## src/sv/lgmt_pkg.sv

```systemverilog
// Shared types, codes and helpers of the link group membership table.
package lgmt_pkg;

    localparam int GROUPS_DEF = 32;
    localparam int SLOTS_DEF  = 8;

    localparam int MODE_W   = 2;
    localparam int GID_W    = 6;
    localparam int PORT_W   = 8;
    localparam int SPEED_W  = 14;
    localparam int STATUS_W = 2;
    localparam int KEY_W    = 14;
    localparam int SIDX_W   = 3;
    localparam int COUNT_W  = 4;
    localparam int KEY_SHIFT = 8;

    localparam logic [MODE_W-1:0] MODE_ADD = 2'd0;
    localparam logic [MODE_W-1:0] MODE_DEL = 2'd1;
    localparam logic [MODE_W-1:0] MODE_KEY = 2'd2;

    localparam logic [STATUS_W-1:0] STATUS_OK        = 2'd0;
    localparam logic [STATUS_W-1:0] STATUS_FULL      = 2'd1;
    localparam logic [STATUS_W-1:0] STATUS_NOT_FOUND = 2'd2;

    localparam logic [SPEED_W-1:0] SPEED_10    = 14'd10;
    localparam logic [SPEED_W-1:0] SPEED_100   = 14'd100;
    localparam logic [SPEED_W-1:0] SPEED_1000  = 14'd1000;
    localparam logic [SPEED_W-1:0] SPEED_10000 = 14'd10000;

    localparam logic [SIDX_W-1:0] SIDX_NONE  = 3'd0;
    localparam logic [SIDX_W-1:0] SIDX_10    = 3'd1;
    localparam logic [SIDX_W-1:0] SIDX_100   = 3'd2;
    localparam logic [SIDX_W-1:0] SIDX_1000  = 3'd3;
    localparam logic [SIDX_W-1:0] SIDX_10000 = 3'd4;

    typedef enum logic [1:0] {
        ST_IDLE,
        ST_READ,
        ST_SCAN,
        ST_DONE
    } t_state;

    function automatic logic [SIDX_W-1:0] speed_index(
        input logic [SPEED_W-1:0] speed,
        input logic               duplex
    );
        logic [SIDX_W-1:0] idx;
        idx = SIDX_NONE;
        if (duplex) begin
            case (speed)
                SPEED_10:    idx = SIDX_10;
                SPEED_100:   idx = SIDX_100;
                SPEED_1000:  idx = SIDX_1000;
                SPEED_10000: idx = SIDX_10000;
                default:     idx = SIDX_NONE;
            endcase
        end
        return idx;
    endfunction

endpackage

```

## src/sv/link_group_membership_table_core.sv

```systemverilog
// Top level of the link group membership table: sequencer, valid bits, row RAM.
//
//  channel | direction | handshake                 | payload
//  --------+-----------+---------------------------+------------------------------------------
//  in      | input     | i_in_valid / o_in_ready   | i_mode i_group_id i_port_index
//          |           |                           | i_speed_mbps i_full_duplex
//  out     | output    | o_out_valid / i_out_ready | o_status o_oper_key
//
// One transaction at a time. Add: accept, one RAM read, a write-back when a slot is
// free, then the result register. Delete and key: one row of the group RAM per cycle,
// groups in order, until a match or the last row, so 1..GROUPS rows are scanned.
// Adds with a bad group id and unused modes go from accept straight to the result
// register. Reset clears valid bits and counts. A stalled output holds the result; a new
// transaction is taken meanwhile and waits in its last state for the output register.
module link_group_membership_table_core #(
    parameter int GROUPS = lgmt_pkg::GROUPS_DEF,
    parameter int SLOTS_PER_GROUP = lgmt_pkg::SLOTS_DEF
) (
    input  logic                          i_clk,
    input  logic                          i_rst_n,
    input  logic                          i_in_valid,
    output logic                          o_in_ready,
    input  logic [lgmt_pkg::MODE_W-1:0]   i_mode,
    input  logic [lgmt_pkg::GID_W-1:0]    i_group_id,
    input  logic [lgmt_pkg::PORT_W-1:0]   i_port_index,
    input  logic [lgmt_pkg::SPEED_W-1:0]  i_speed_mbps,
    input  logic                          i_full_duplex,
    output logic                          o_out_valid,
    input  logic                          i_out_ready,
    output logic [lgmt_pkg::STATUS_W-1:0] o_status,
    output logic [lgmt_pkg::KEY_W-1:0]    o_oper_key
);

    localparam int ROW_W = (GROUPS > 1) ? $clog2(GROUPS) : 1;
    localparam int SL_W  = (SLOTS_PER_GROUP > 1) ? $clog2(SLOTS_PER_GROUP) : 1;
    localparam int ROW_BITS = SLOTS_PER_GROUP * lgmt_pkg::PORT_W;
    localparam logic [ROW_W-1:0] LAST_ROW = ROW_W'(GROUPS - 1);

    lgmt_pkg::t_state r_state, n_state;

    logic [lgmt_pkg::MODE_W-1:0]   r_mode;
    logic [lgmt_pkg::PORT_W-1:0]   r_port;
    logic [lgmt_pkg::SIDX_W-1:0]   r_sidx;
    logic [ROW_W-1:0]              r_row;
    logic [lgmt_pkg::STATUS_W-1:0] r_res_status;
    logic [lgmt_pkg::KEY_W-1:0]    r_res_key;
    logic                          r_out_valid;
    logic [lgmt_pkg::STATUS_W-1:0] r_out_status;
    logic [lgmt_pkg::KEY_W-1:0]    r_out_key;

    logic [GROUPS-1:0][SLOTS_PER_GROUP-1:0] r_used;
    logic [lgmt_pkg::COUNT_W-1:0]           r_count [GROUPS];

    logic                in_acc;
    logic                gid_ok;
    logic                is_last;
    logic                ram_en;
    logic                ram_we;
    logic [ROW_W-1:0]    ram_addr;
    logic [ROW_BITS-1:0] ram_wdata;
    logic [ROW_BITS-1:0] ram_rdata;
    logic                match_any;
    logic [SL_W-1:0]     match_idx;
    logic                free_any;
    logic [SL_W-1:0]     free_idx;
    logic                do_add;
    logic                do_del;
    logic                key_hit;
    logic                scan_end;
    logic                out_load;
    logic [ROW_W:0]      grp_num;

    lgmt_ram #(
        .WIDTH(ROW_BITS),
        .DEPTH(GROUPS)
    ) u_ram (
        .i_clk  (i_clk),
        .i_en   (ram_en),
        .i_we   (ram_we),
        .i_addr (ram_addr),
        .i_wdata(ram_wdata),
        .o_rdata(ram_rdata)
    );

    lgmt_row_scan #(
        .SLOTS(SLOTS_PER_GROUP)
    ) u_scan (
        .i_row      (ram_rdata),
        .i_used     (r_used[r_row]),
        .i_port     (r_port),
        .o_match_any(match_any),
        .o_match_idx(match_idx),
        .o_free_any (free_any),
        .o_free_idx (free_idx)
    );

    assign in_acc  = i_in_valid && o_in_ready;
    assign gid_ok  = (int'(i_group_id) >= 1) && (int'(i_group_id) <= GROUPS);
    assign is_last = (r_row == LAST_ROW);
    assign grp_num = {1'b0, r_row} + (ROW_W + 1)'(1);

    always_comb begin
        for (int s = 0; s < SLOTS_PER_GROUP; s++) begin
            ram_wdata[s*lgmt_pkg::PORT_W +: lgmt_pkg::PORT_W] =
                (SL_W'(s) == free_idx) ? r_port
                                       : ram_rdata[s*lgmt_pkg::PORT_W +: lgmt_pkg::PORT_W];
        end
    end

    // next state
    always_comb begin
        n_state = r_state;
        case (r_state)
            lgmt_pkg::ST_IDLE: begin
                if (in_acc) begin
                    if ((i_mode == lgmt_pkg::MODE_ADD && gid_ok) ||
                        i_mode == lgmt_pkg::MODE_DEL || i_mode == lgmt_pkg::MODE_KEY) begin
                        n_state = lgmt_pkg::ST_READ;
                    end else begin
                        n_state = lgmt_pkg::ST_DONE;
                    end
                end
            end
            lgmt_pkg::ST_READ: n_state = lgmt_pkg::ST_SCAN;
            lgmt_pkg::ST_SCAN: begin
                if (scan_end) begin
                    n_state = lgmt_pkg::ST_DONE;
                end
            end
            lgmt_pkg::ST_DONE: begin
                if (out_load) begin
                    n_state = lgmt_pkg::ST_IDLE;
                end
            end
            default: n_state = lgmt_pkg::ST_IDLE;
        endcase
    end

    // outputs of the sequencer
    always_comb begin
        o_in_ready = 1'b0;
        ram_en     = 1'b0;
        ram_we     = 1'b0;
        ram_addr   = r_row;
        do_add     = 1'b0;
        do_del     = 1'b0;
        key_hit    = 1'b0;
        scan_end   = 1'b0;
        out_load   = 1'b0;
        case (r_state)
            lgmt_pkg::ST_IDLE: o_in_ready = 1'b1;
            lgmt_pkg::ST_READ: ram_en = 1'b1;
            lgmt_pkg::ST_SCAN: begin
                case (r_mode)
                    lgmt_pkg::MODE_ADD: begin
                        scan_end = 1'b1;
                        do_add   = free_any;
                        ram_en   = free_any;
                        ram_we   = free_any;
                    end
                    lgmt_pkg::MODE_DEL: begin
                        do_del   = match_any;
                        scan_end = match_any || is_last;
                    end
                    default: begin
                        key_hit  = match_any;
                        scan_end = match_any || is_last;
                    end
                endcase
                if (!scan_end) begin
                    ram_en   = 1'b1;
                    ram_addr = r_row + ROW_W'(1);
                end
            end
            lgmt_pkg::ST_DONE: out_load = !r_out_valid || i_out_ready;
            default: ;
        endcase
    end

    always_ff @(posedge i_clk) begin
        if (!i_rst_n) begin
            r_state     <= lgmt_pkg::ST_IDLE;
            r_out_valid <= 1'b0;
            r_used      <= '0;
            for (int g = 0; g < GROUPS; g++) begin
                r_count[g] <= '0;
            end
        end else begin
            r_state <= n_state;
            if (out_load) begin
                r_out_valid <= 1'b1;
            end else if (i_out_ready) begin
                r_out_valid <= 1'b0;
            end
            if (do_add) begin
                r_used[r_row][free_idx] <= 1'b1;
                r_count[r_row] <= r_count[r_row] + lgmt_pkg::COUNT_W'(1);
            end
            if (do_del) begin
                r_used[r_row][match_idx] <= 1'b0;
                r_count[r_row] <= r_count[r_row] - lgmt_pkg::COUNT_W'(1);
            end
        end
    end

    // transaction fields and result; no reset needed
    always_ff @(posedge i_clk) begin
        if (in_acc) begin
            r_mode       <= i_mode;
            r_port       <= i_port_index;
            r_sidx       <= lgmt_pkg::speed_index(i_speed_mbps, i_full_duplex);
            r_res_key    <= '0;
            if (i_mode == lgmt_pkg::MODE_ADD) begin
                r_row        <= ROW_W'(i_group_id - lgmt_pkg::GID_W'(1));
                r_res_status <= gid_ok ? lgmt_pkg::STATUS_OK : lgmt_pkg::STATUS_FULL;
            end else begin
                r_row        <= '0;
                r_res_status <= lgmt_pkg::STATUS_OK;
            end
        end else if (r_state == lgmt_pkg::ST_SCAN) begin
            if (!scan_end) begin
                r_row <= r_row + ROW_W'(1);
            end
            case (r_mode)
                lgmt_pkg::MODE_ADD: begin
                    r_res_status <= free_any ? lgmt_pkg::STATUS_OK : lgmt_pkg::STATUS_FULL;
                end
                lgmt_pkg::MODE_DEL: begin
                    r_res_status <= match_any ? lgmt_pkg::STATUS_OK
                                              : lgmt_pkg::STATUS_NOT_FOUND;
                end
                default: begin
                    if (key_hit) begin
                        r_res_key <= lgmt_pkg::KEY_W'((32'(grp_num) << lgmt_pkg::KEY_SHIFT)
                                                     | 32'(r_sidx));
                    end else begin
                        r_res_key <= lgmt_pkg::KEY_W'(r_sidx);
                    end
                end
            endcase
        end
        if (out_load) begin
            r_out_status <= r_res_status;
            r_out_key    <= r_res_key;
        end
    end

    assign o_out_valid = r_out_valid;
    assign o_status    = r_out_status;
    assign o_oper_key  = r_out_key;

endmodule

```

## src/sv/lgmt_ram.sv

```systemverilog
// Generic single-port synchronous RAM with registered read.
module lgmt_ram #(
    parameter int WIDTH = 8,
    parameter int DEPTH = 32,
    localparam int ADDR_W = (DEPTH > 1) ? $clog2(DEPTH) : 1
) (
    input  logic              i_clk,
    input  logic              i_en,
    input  logic              i_we,
    input  logic [ADDR_W-1:0] i_addr,
    input  logic [WIDTH-1:0]  i_wdata,
    output logic [WIDTH-1:0]  o_rdata
);

    logic [WIDTH-1:0] r_mem [DEPTH];
    logic [WIDTH-1:0] r_rdata;

    always_ff @(posedge i_clk) begin
        if (i_en) begin
            if (i_we) begin
                r_mem[i_addr] <= i_wdata;
            end
            r_rdata <= r_mem[i_addr];
        end
    end

    assign o_rdata = r_rdata;

endmodule

```

## src/sv/lgmt_row_scan.sv

```systemverilog
// Per-row search: first slot holding a port and first empty slot.
module lgmt_row_scan #(
    parameter int SLOTS = lgmt_pkg::SLOTS_DEF,
    localparam int SL_W = (SLOTS > 1) ? $clog2(SLOTS) : 1
) (
    input  logic [SLOTS*lgmt_pkg::PORT_W-1:0] i_row,
    input  logic [SLOTS-1:0]                  i_used,
    input  logic [lgmt_pkg::PORT_W-1:0]       i_port,
    output logic                              o_match_any,
    output logic [SL_W-1:0]                   o_match_idx,
    output logic                              o_free_any,
    output logic [SL_W-1:0]                   o_free_idx
);

    logic [SLOTS-1:0] w_match;

    always_comb begin
        for (int s = 0; s < SLOTS; s++) begin
            w_match[s] = i_used[s] &&
                (i_row[s*lgmt_pkg::PORT_W +: lgmt_pkg::PORT_W] == i_port);
        end
    end

    always_comb begin
        o_match_any = 1'b0;
        o_match_idx = '0;
        o_free_any  = 1'b0;
        o_free_idx  = '0;
        for (int s = SLOTS - 1; s >= 0; s--) begin
            if (w_match[s]) begin
                o_match_any = 1'b1;
                o_match_idx = SL_W'(s);
            end
            if (!i_used[s]) begin
                o_free_any = 1'b1;
                o_free_idx = SL_W'(s);
            end
        end
    end

endmodule

```

## config.mk

```make
export PLATFORM = sky130hd
export DESIGN_NAME = link_group_membership_table_core
export DESIGN_NICKNAME = d
export VERILOG_FILES = /design/src/sv/lgmt_pkg.sv /design/src/sv/link_group_membership_table_core.sv /design/src/sv/lgmt_ram.sv /design/src/sv/lgmt_row_scan.sv
export SDC_FILE = /design/constraint.sdc
export NUM_CORES = 2
export LEC_CHECK = 0
export BUFFER_PORTS_ARGS = -buffer_cell sky130_fd_sc_hd__buf_2
export CAP_MARGIN = 20
export CORE_UTILIZATION = 30
export CTS_BUF_LIST = sky130_fd_sc_hd__clkbuf_8
export DETAILED_ROUTE_END_ITERATION = 8
export GPL_TIMING_DRIVEN = 1
export PLACE_DENSITY_LB_ADDON = 0.08
export SLEW_MARGIN = 20
export SYNTH_ARGS = -nofsm -noshare
export SYNTH_HDL_FRONTEND = slang
export SYNTH_HIERARCHICAL = 1
export SYNTH_SLANG_ARGS = --single-unit
```

## constraint.sdc

```tcl
create_clock -name i_clk -period 11.75 [get_ports i_clk]
set_input_delay 0.5875 -clock i_clk [delete_from_list [all_inputs] [get_ports i_clk]]
set_output_delay 0.5875 -clock i_clk [all_outputs]
set_load 0.02 [all_outputs]
```

# ---- Word level (Yosys, flattened, before mapping)
# Memory sizes are Yosys's and may differ from the RTL's. A register that Yosys moved wholly into a read port is not among the register bits.
# Cells that the tools add are included.
dict set report word_totals {
  reg_bits 309
  mem_bits_rw 2048
  wordCells 211
  memories 1
}
dict set report op_classes {
  n_addsub 3
  n_lt_le_gt_ge 8
  n_eq_ne 30
  mux 91
  bitwise_logic 5
  reduce_logical 31
}
# name words width read_ports rd_clocked_by_memory_dff write_ports line
set memory_table {}
lappend memory_table {u_ram.r_mem 32 64 1 1 1 lgmt_ram.sv:15} ;# logic [WIDTH-1:0] r_mem [DEPTH];
# operator n
set ops {}
lappend ops {{two-way mux 256 bit} 3}
lappend ops {{AND 256 bit} 1}
lappend ops {{inverter 256 bit} 1}
lappend ops {{bitwise OR 256 bit} 1}
lappend ops {{two-way mux 8 bit} 11}
lappend ops {{demux 8 bit (select 5 bit)} 2}
lappend ops {{equality test 8 bit} 8}
lappend ops {{two-way mux 3 bit} 16}
lappend ops {{binary-select mux 8 bit (select 5 bit)} 1}
lappend ops {{two-way mux 1 bit} 38}
lappend ops {{two-way mux 5 bit} 6}
lappend ops {{equality test 14 x 10 -> 1 bit, second input constant} 1}
lappend ops {{equality test 14 bit, second input constant} 1}
lappend ops {{equality test 14 x 4 -> 1 bit, second input constant} 1}
lappend ops {{equality test 14 x 7 -> 1 bit, second input constant} 1}
lappend ops {{logical AND 1 bit} 14}
lappend ops {{two-way mux 14 bit} 1}
lappend ops {{two-way mux 2 bit} 7}
lappend ops {{bitwise OR 14 x 3 -> 14 bit} 1}
lappend ops {{equality test 3 bit, first input constant} 4}
lappend ops {{one-hot mux 3 bit (4 select lines)} 1}
lappend ops {{less-than comparator 3 x 4 -> 1 bit, second input constant} 2}
lappend ops {{!= test 2 bit, second input constant} 4}
lappend ops {{one-hot mux 2 bit (4 select lines)} 1}
lappend ops {{26 further kinds} 41}

# ---- Longest topological paths before layout
dict set report logic_depth {
  ltp_word 21
  mapped_depth 26
  ltp_nobuf 17
}

# ---- Hierarchy
# Netlist, hierarchy kept.
# module instances cells_each area_per_inst_um2 seq_area_each_um2
set modules_own_cells {}
lappend modules_own_cells {lgmt_ram 1 4138 79518.8 63420.8}
lappend modules_own_cells {link_group_membership_table_core 1 1759 14906.8 6296.0}
lappend modules_own_cells {lgmt_row_scan 1 128 950.9 0.0}

# ---- Worst setup path after synthesis
# No wires, ideal clock.
dict set report synth_timing {
  path_type {register -> register}
  from {register r_row[1]}
  to {memory u_ram/r_mem[24][0] in the netlist's numbering (enable)}
  setup_ns 0.565
  arrival_ns 9.693
  setup_slack_ns 1.492
  stages_incl_launch_ff 20
  path_buffers 5
  cell_sequence {edfxtp_1 > clkbuf_1 > clkbuf_1 > mux2i_1 > o22ai_1 > nor4_1 > nand2_1 > and3_1 > or2_1 > nor3_1 > nand2_1 > buf_2 > nor2_1 > and3_1 > clkbuf_1 > o31a_1 > nand2_1 > or3_1 > clkbuf_1 > nor3_1}
}
dict set report synth_between {
  elab_chain_len 18
  word_cells_on_any_way 40
  cone_classes {add/sub: 1; eq/ne: 1; mux: 29; reduce/logical: 9}
}
# item line
set synth_rtl {}
lappend synth_rtl {{start: declaration} link_group_membership_table_core.sv:44} ;# logic [ROW_W-1:0] r_row;
lappend synth_rtl {{start signal: assignment} link_group_membership_table_core.sv:214} ;# r_row <= ROW_W'(i_group_id - lgmt_pkg::GID_W'(1));
lappend synth_rtl {{start signal: assignment} link_group_membership_table_core.sv:222} ;# r_row <= r_row + ROW_W'(1);
lappend synth_rtl {{binary-select mux 8 bit (select 5 bit) *} link_group_membership_table_core.sv:89} ;# .i_used (r_used[r_row]),
lappend synth_rtl {{two-way mux 8 bit (not written as such) *} link_group_membership_table_core.sv:89}
lappend synth_rtl {{logical AND 1 bit} lgmt_row_scan.sv:19} ;# w_match[s] = i_used[s] &&
lappend synth_rtl {{two-way mux 1 bit (7 in series)} lgmt_row_scan.sv:30} ;# if (w_match[s]) begin
lappend synth_rtl {{two-way mux 1 bit *} lgmt_row_scan.sv:30}
lappend synth_rtl {{net match_any} link_group_membership_table_core.sv:62} ;# logic match_any;
lappend synth_rtl {{logical OR 1 bit *} {link_group_membership_table_core.sv:163, link_group_membership_table_core.sv:167}}
lappend synth_rtl {{two-way mux 1 bit *} -}
lappend synth_rtl {{two-way mux 1 bit *} link_group_membership_table_core.sv:150} ;# case (r_state)
lappend synth_rtl {{two-way mux 1 bit *} link_group_membership_table_core.sv:170} ;# if (!scan_end) begin
lappend synth_rtl {{one-hot mux 1 bit (2 select lines) *} link_group_membership_table_core.sv:150}
lappend synth_rtl {{net ram_en} link_group_membership_table_core.sv:57} ;# logic ram_en;
lappend synth_rtl {{two-way mux 1 bit *} lgmt_ram.sv:19} ;# if (i_en) begin
lappend synth_rtl {{two-way mux 1 bit (not written as such) *} lgmt_ram.sv:21} ;# r_mem[i_addr] <= i_wdata;
lappend synth_rtl {{end: declaration} lgmt_ram.sv:15}
# The timed path passes the listed nets; every way through them passes the cells marked *. The select of a mux whose other input is x is not followed.

# ---- Worst setup path after layout
dict set report layout_timing {
  from {register r_row[1]}
  to {register u_ram.r_rdata[7], in the netlist u_ram/o_rdata[7], read port of u_ram.r_mem (data pin)}
}
dict set report layout_between {
  elab_chain_len 16
  word_cells_on_any_way 36
  cone_classes {add/sub: 1; eq/ne: 1; mux: 25; reduce/logical: 9}
}
# item line
set layout_rtl {}
lappend layout_rtl {{binary-select mux 8 bit (select 5 bit) *} link_group_membership_table_core.sv:89}
lappend layout_rtl {{two-way mux 8 bit (not written as such) *} link_group_membership_table_core.sv:89}
lappend layout_rtl {{logical AND 1 bit} lgmt_row_scan.sv:19}
lappend layout_rtl {{two-way mux 1 bit (7 in series)} lgmt_row_scan.sv:30}
lappend layout_rtl {{two-way mux 1 bit *} lgmt_row_scan.sv:30}
lappend layout_rtl {{net match_any} link_group_membership_table_core.sv:62}
lappend layout_rtl {{logical OR 1 bit *} {link_group_membership_table_core.sv:163, link_group_membership_table_core.sv:167}}
lappend layout_rtl {{two-way mux 1 bit *} -}
lappend layout_rtl {{two-way mux 1 bit *} link_group_membership_table_core.sv:150}
lappend layout_rtl {{two-way mux 5 bit *} link_group_membership_table_core.sv:170}
lappend layout_rtl {{two-way mux 5 bit *} link_group_membership_table_core.sv:150}
lappend layout_rtl {{net ram_addr[1]} link_group_membership_table_core.sv:59} ;# logic [ROW_W-1:0] ram_addr;
lappend layout_rtl {{end: declaration} lgmt_ram.sv:16} ;# logic [WIDTH-1:0] r_rdata;
# Marked as above.
# A chain may end at the register's enable or synchronous reset.

==> flow_metrics.tcl <==
set metrics [dict create \
    outcome "finished clean" \
    arrival_ps 9480 \
    skew_ps 107.1 \
    port_buffers 47 \
    via_per_inst 5.112 \
    yosysWarnings 6 \
    required_ps 12540 \
    drtIter0Drc 4176 \
    synthToLayoutAreaGrowth_pct 13.75 \
    grt.busiest_layer "met2" \
    track_usage_pct 19.63 \
    grt.met2_usage_pct 32.66 \
    fin_setup_tns_ps 0 \
    fillCellCount 30352 \
    post_synth_num_cell_types 66 \
    async_flop_share_pct 0 \
    rsz0062_at_grt "false" \
    ant_nets 0 \
    path_class "reg -> reg" \
    worstPathCellList "buf_12, mux2i_1, o22ai_1, nor4_1, nand2_1, and3_1, or2_1, nor3_1, nand2_1, nor2_1, and3_1, nand2_1, o21ai_4, buf_12, buf_4, buf_12, mux2i_1, o22ai_1, nor4_1, nand2_1" \
    hold_path_class "in -> reg" \
    utilization_pct 34.39 \
    coreArea_mm2 0.3155 \
    synth_edf_count 2143 \
    cts_root_buffer "clkbuf_8" \
    cts.sinks 2411 \
    whs_ps 117.2 \
    post_cts_buffers 0 \
    grt_util_met1_pct 27.00 \
    multi_input_area_mm2 0.02394 \
    period_minus_slack_ps 8696 \
    grt_overflow_total 0 \
    maxSlewViolCount 0 \
    clk_latency_ps 1090 \
    antenna_found_initial 6 \
    die_area_mm2 0.3202 \
    setup_viol 0 \
    wl_per_cell_um 30.05 \
    clkTransAtPathRegs_ps 60 \
    cts_buffers 429 \
    cts_buffer_depth 4 \
    cp_slowest_cell "buf_4" \
    syn_area_per_cell_um2 15.83 \
    max_slew_margin_pct 24.04 \
    drt_pass1_iterations 5 \
    nets 6328 \
    power_w 0.02514 \
    grt_start_max_net_pins 163 \
    gp_congestion 0.7850 \
    ir_drop_mv 0.2358 \
    yosysSeqAreaShare_pct 73.10 \
    path_buf_inv 4 \
    synthesis.area_mm2 0.09538 \
    clock.fmax_mhz 115.0 \
    synthFlopType "edfxtp_1" \
    grt_pass1_wl_um 446700 \
    start_util_pct 30.23 \
    ys_seq_elements 2411 \
    dp_hpwl_um 167900 \
    p_per_area_mw_per_mm2 231.7 \
    crit_top_cell "nand2_1" \
    num_io_pins 53 \
    vias 55110 \
    fin_crit_sh_pct 74.01 \
    cts_max_level 5 \
    start_kind "register" \
    syn_inst 6025 \
    endpoint_kind "register" \
    fp-row-count 206 \
    dieHeight_um 565.8 \
    hold_viol_final 0 \
    drc 0 \
    drive_gt1_share_pct 13.03 \
    ff_latch_area_mm2 0.06972 \
    worst_pin_slew_ps 1137 \
    crit_path_max_incr_delay_ps 860 \
    die-width_um 565.8 \
    grt_util_met3_pct 2.586 \
    cts_resized 0 \
    first_global_vias 54874 \
    rrSetupSlack_ps 3050 \
    leakage_nw 36.47 \
    hold_buffers 24 \
    cap_viol_max_count 0 \
    cts_tree "done" \
    drt-total-wl_um 324000 \
    crit_path_max_fanout 132 \
    critical_path.top_delay_family "simple AND/OR/NAND/NOR gates" \
]
## worst paths after layout
path,start,to,cells after the start
setup / recovery,r_row[1],u_ram/o_rdata[7],20
hold / removal,i_group_id[5],r_state[1],5
setup reg to reg,r_row[1],u_ram/o_rdata[7],20
hold reg to reg,r_res_status[0],o_status[0],0
## per-stage QoR
stage	cell area [µm²]	setup slack, ps	instances
after floorplan	95390	1492	6029
after global placement	100600	3261	9985
after detailed placement	100600	3147	9986
after CTS	108500	3137	10778
after global routing	108500	2695	10779
final	108500	3054	10781
## final cells by class
type,instances,area share [%]
multi-input cells,3213,22.07
well taps,4160,4.798
diodes,3,0.006920
flip-flops and latches,2411,64.26
inverters,12,0.04152
clock inverters,324,1.399
clock buffers,444,5.632
repair buffers,214,1.793
## logic make-up after synthesis
kind of cell | count (synthesis) | share of synthesized area (%)
AND/OR/NAND/NOR | 782 | 4.218
other | 1 | 0.003932
AO/OA/AOI/OAI | 1125 | 6.721
multiplexers | 1217 | 12.86
XOR/XNOR | 72 | 0.6612
buffers and inverters | 405 | 2.285
flip-flops | 2411 | 73.10
adder cells (fa/ha/maj) | 12 | 0.1574
## power breakdown
group / switching, W / internal [W]
Clock: 0.00356 / 0.00354
Sequential: 0.000116 / 0.0103
Combinational: 0.00506 / 0.00255
## cells in the mapped netlist, drive strengths merged (2+ instances only)
master / n / area share [%]
nor4b: 3 / 0.028
nor3b: 5 / 0.080
a31oi: 3 / 0.020
and3: 10 / 0.066
or3: 10 / 0.066
or2: 2 / 0.013
or3b: 3 / 0.028
o21ai: 262 / 1.4
o21a: 2 / 0.016
nand2: 131 / 0.52
mux2: 65 / 0.77
o22ai: 580 / 3.8
buf: 301 / 1.9
nand2b: 14 / 0.092
clkbuf: 92 / 0.36
nor3: 23 / 0.16
edfxtp: 2143 / 67
mux2i: 1152 / 12
xnor2: 39 / 0.36
inv: 12 / 0.047
a21boi: 2 / 0.020
xor2: 33 / 0.30
nand3: 23 / 0.12
nor4: 151 / 0.99
a21oi: 265 / 1.4
nand4bb: 13 / 0.15
or4b: 10 / 0.11
o211ai: 2 / 0.016
dfxtp: 268 / 5.6
nor2: 321 / 1.3
and2: 14 / 0.092
ha: 12 / 0.16
nand4b: 11 / 0.12
and3b: 2 / 0.018
or4: 4 / 0.039
nand4: 15 / 0.10
nand3b: 5 / 0.047
nor2b: 12 / 0.079
## flip-flops by register name, summed over array words and instances, names as in the netlist
| name | flops |
|---|---|
| u_ram/o_rdata | 64 |
| o_oper_key | 9 |
| o_status | 2 |
| r_row | 5 |
| r_state | 2 |
| r_port | 8 |
| r_mode | 2 |
| r_res_key | 9 |
| r_res_status | 2 |
| r_used | 256 |
| u_ram/r_mem | 2048 |
| o_out_valid | 1 |
| r_sidx | 3 |
## metal layers
metal | vias to the layer above | part of all wire [%]
met5 | - | 0.0083
met4 | 4 | 2.2
met3 | 448 | 4.0
met2 | 1296 | 48
met1 | 29089 | 46
li1 | 24273 | -
## cell usage in the layout, fill, tap and decap left out, types with 110 or more instances in the layout
cell type,synthesis,final
inv_1,11,156
a21oi_1,265,265
buf_4,20,112
edfxtp_1,2143,2143
clkbuf_8,0,445
o21ai_1,188,188
mux2i_1,1152,1152
nor4_1,151,145
clkinv_1,0,110
nand2_1,130,130
nor2_1,309,279
o22ai_1,580,580
dfxtp_1,268,268
## worst min-delay path, delay by kind of cell
family	cells	cell delay (ps)
AOI/OAI and AO/OA	3	380
buffers and inverters	2	150
No activity file was read; power rests on OpenSTA's default activity.
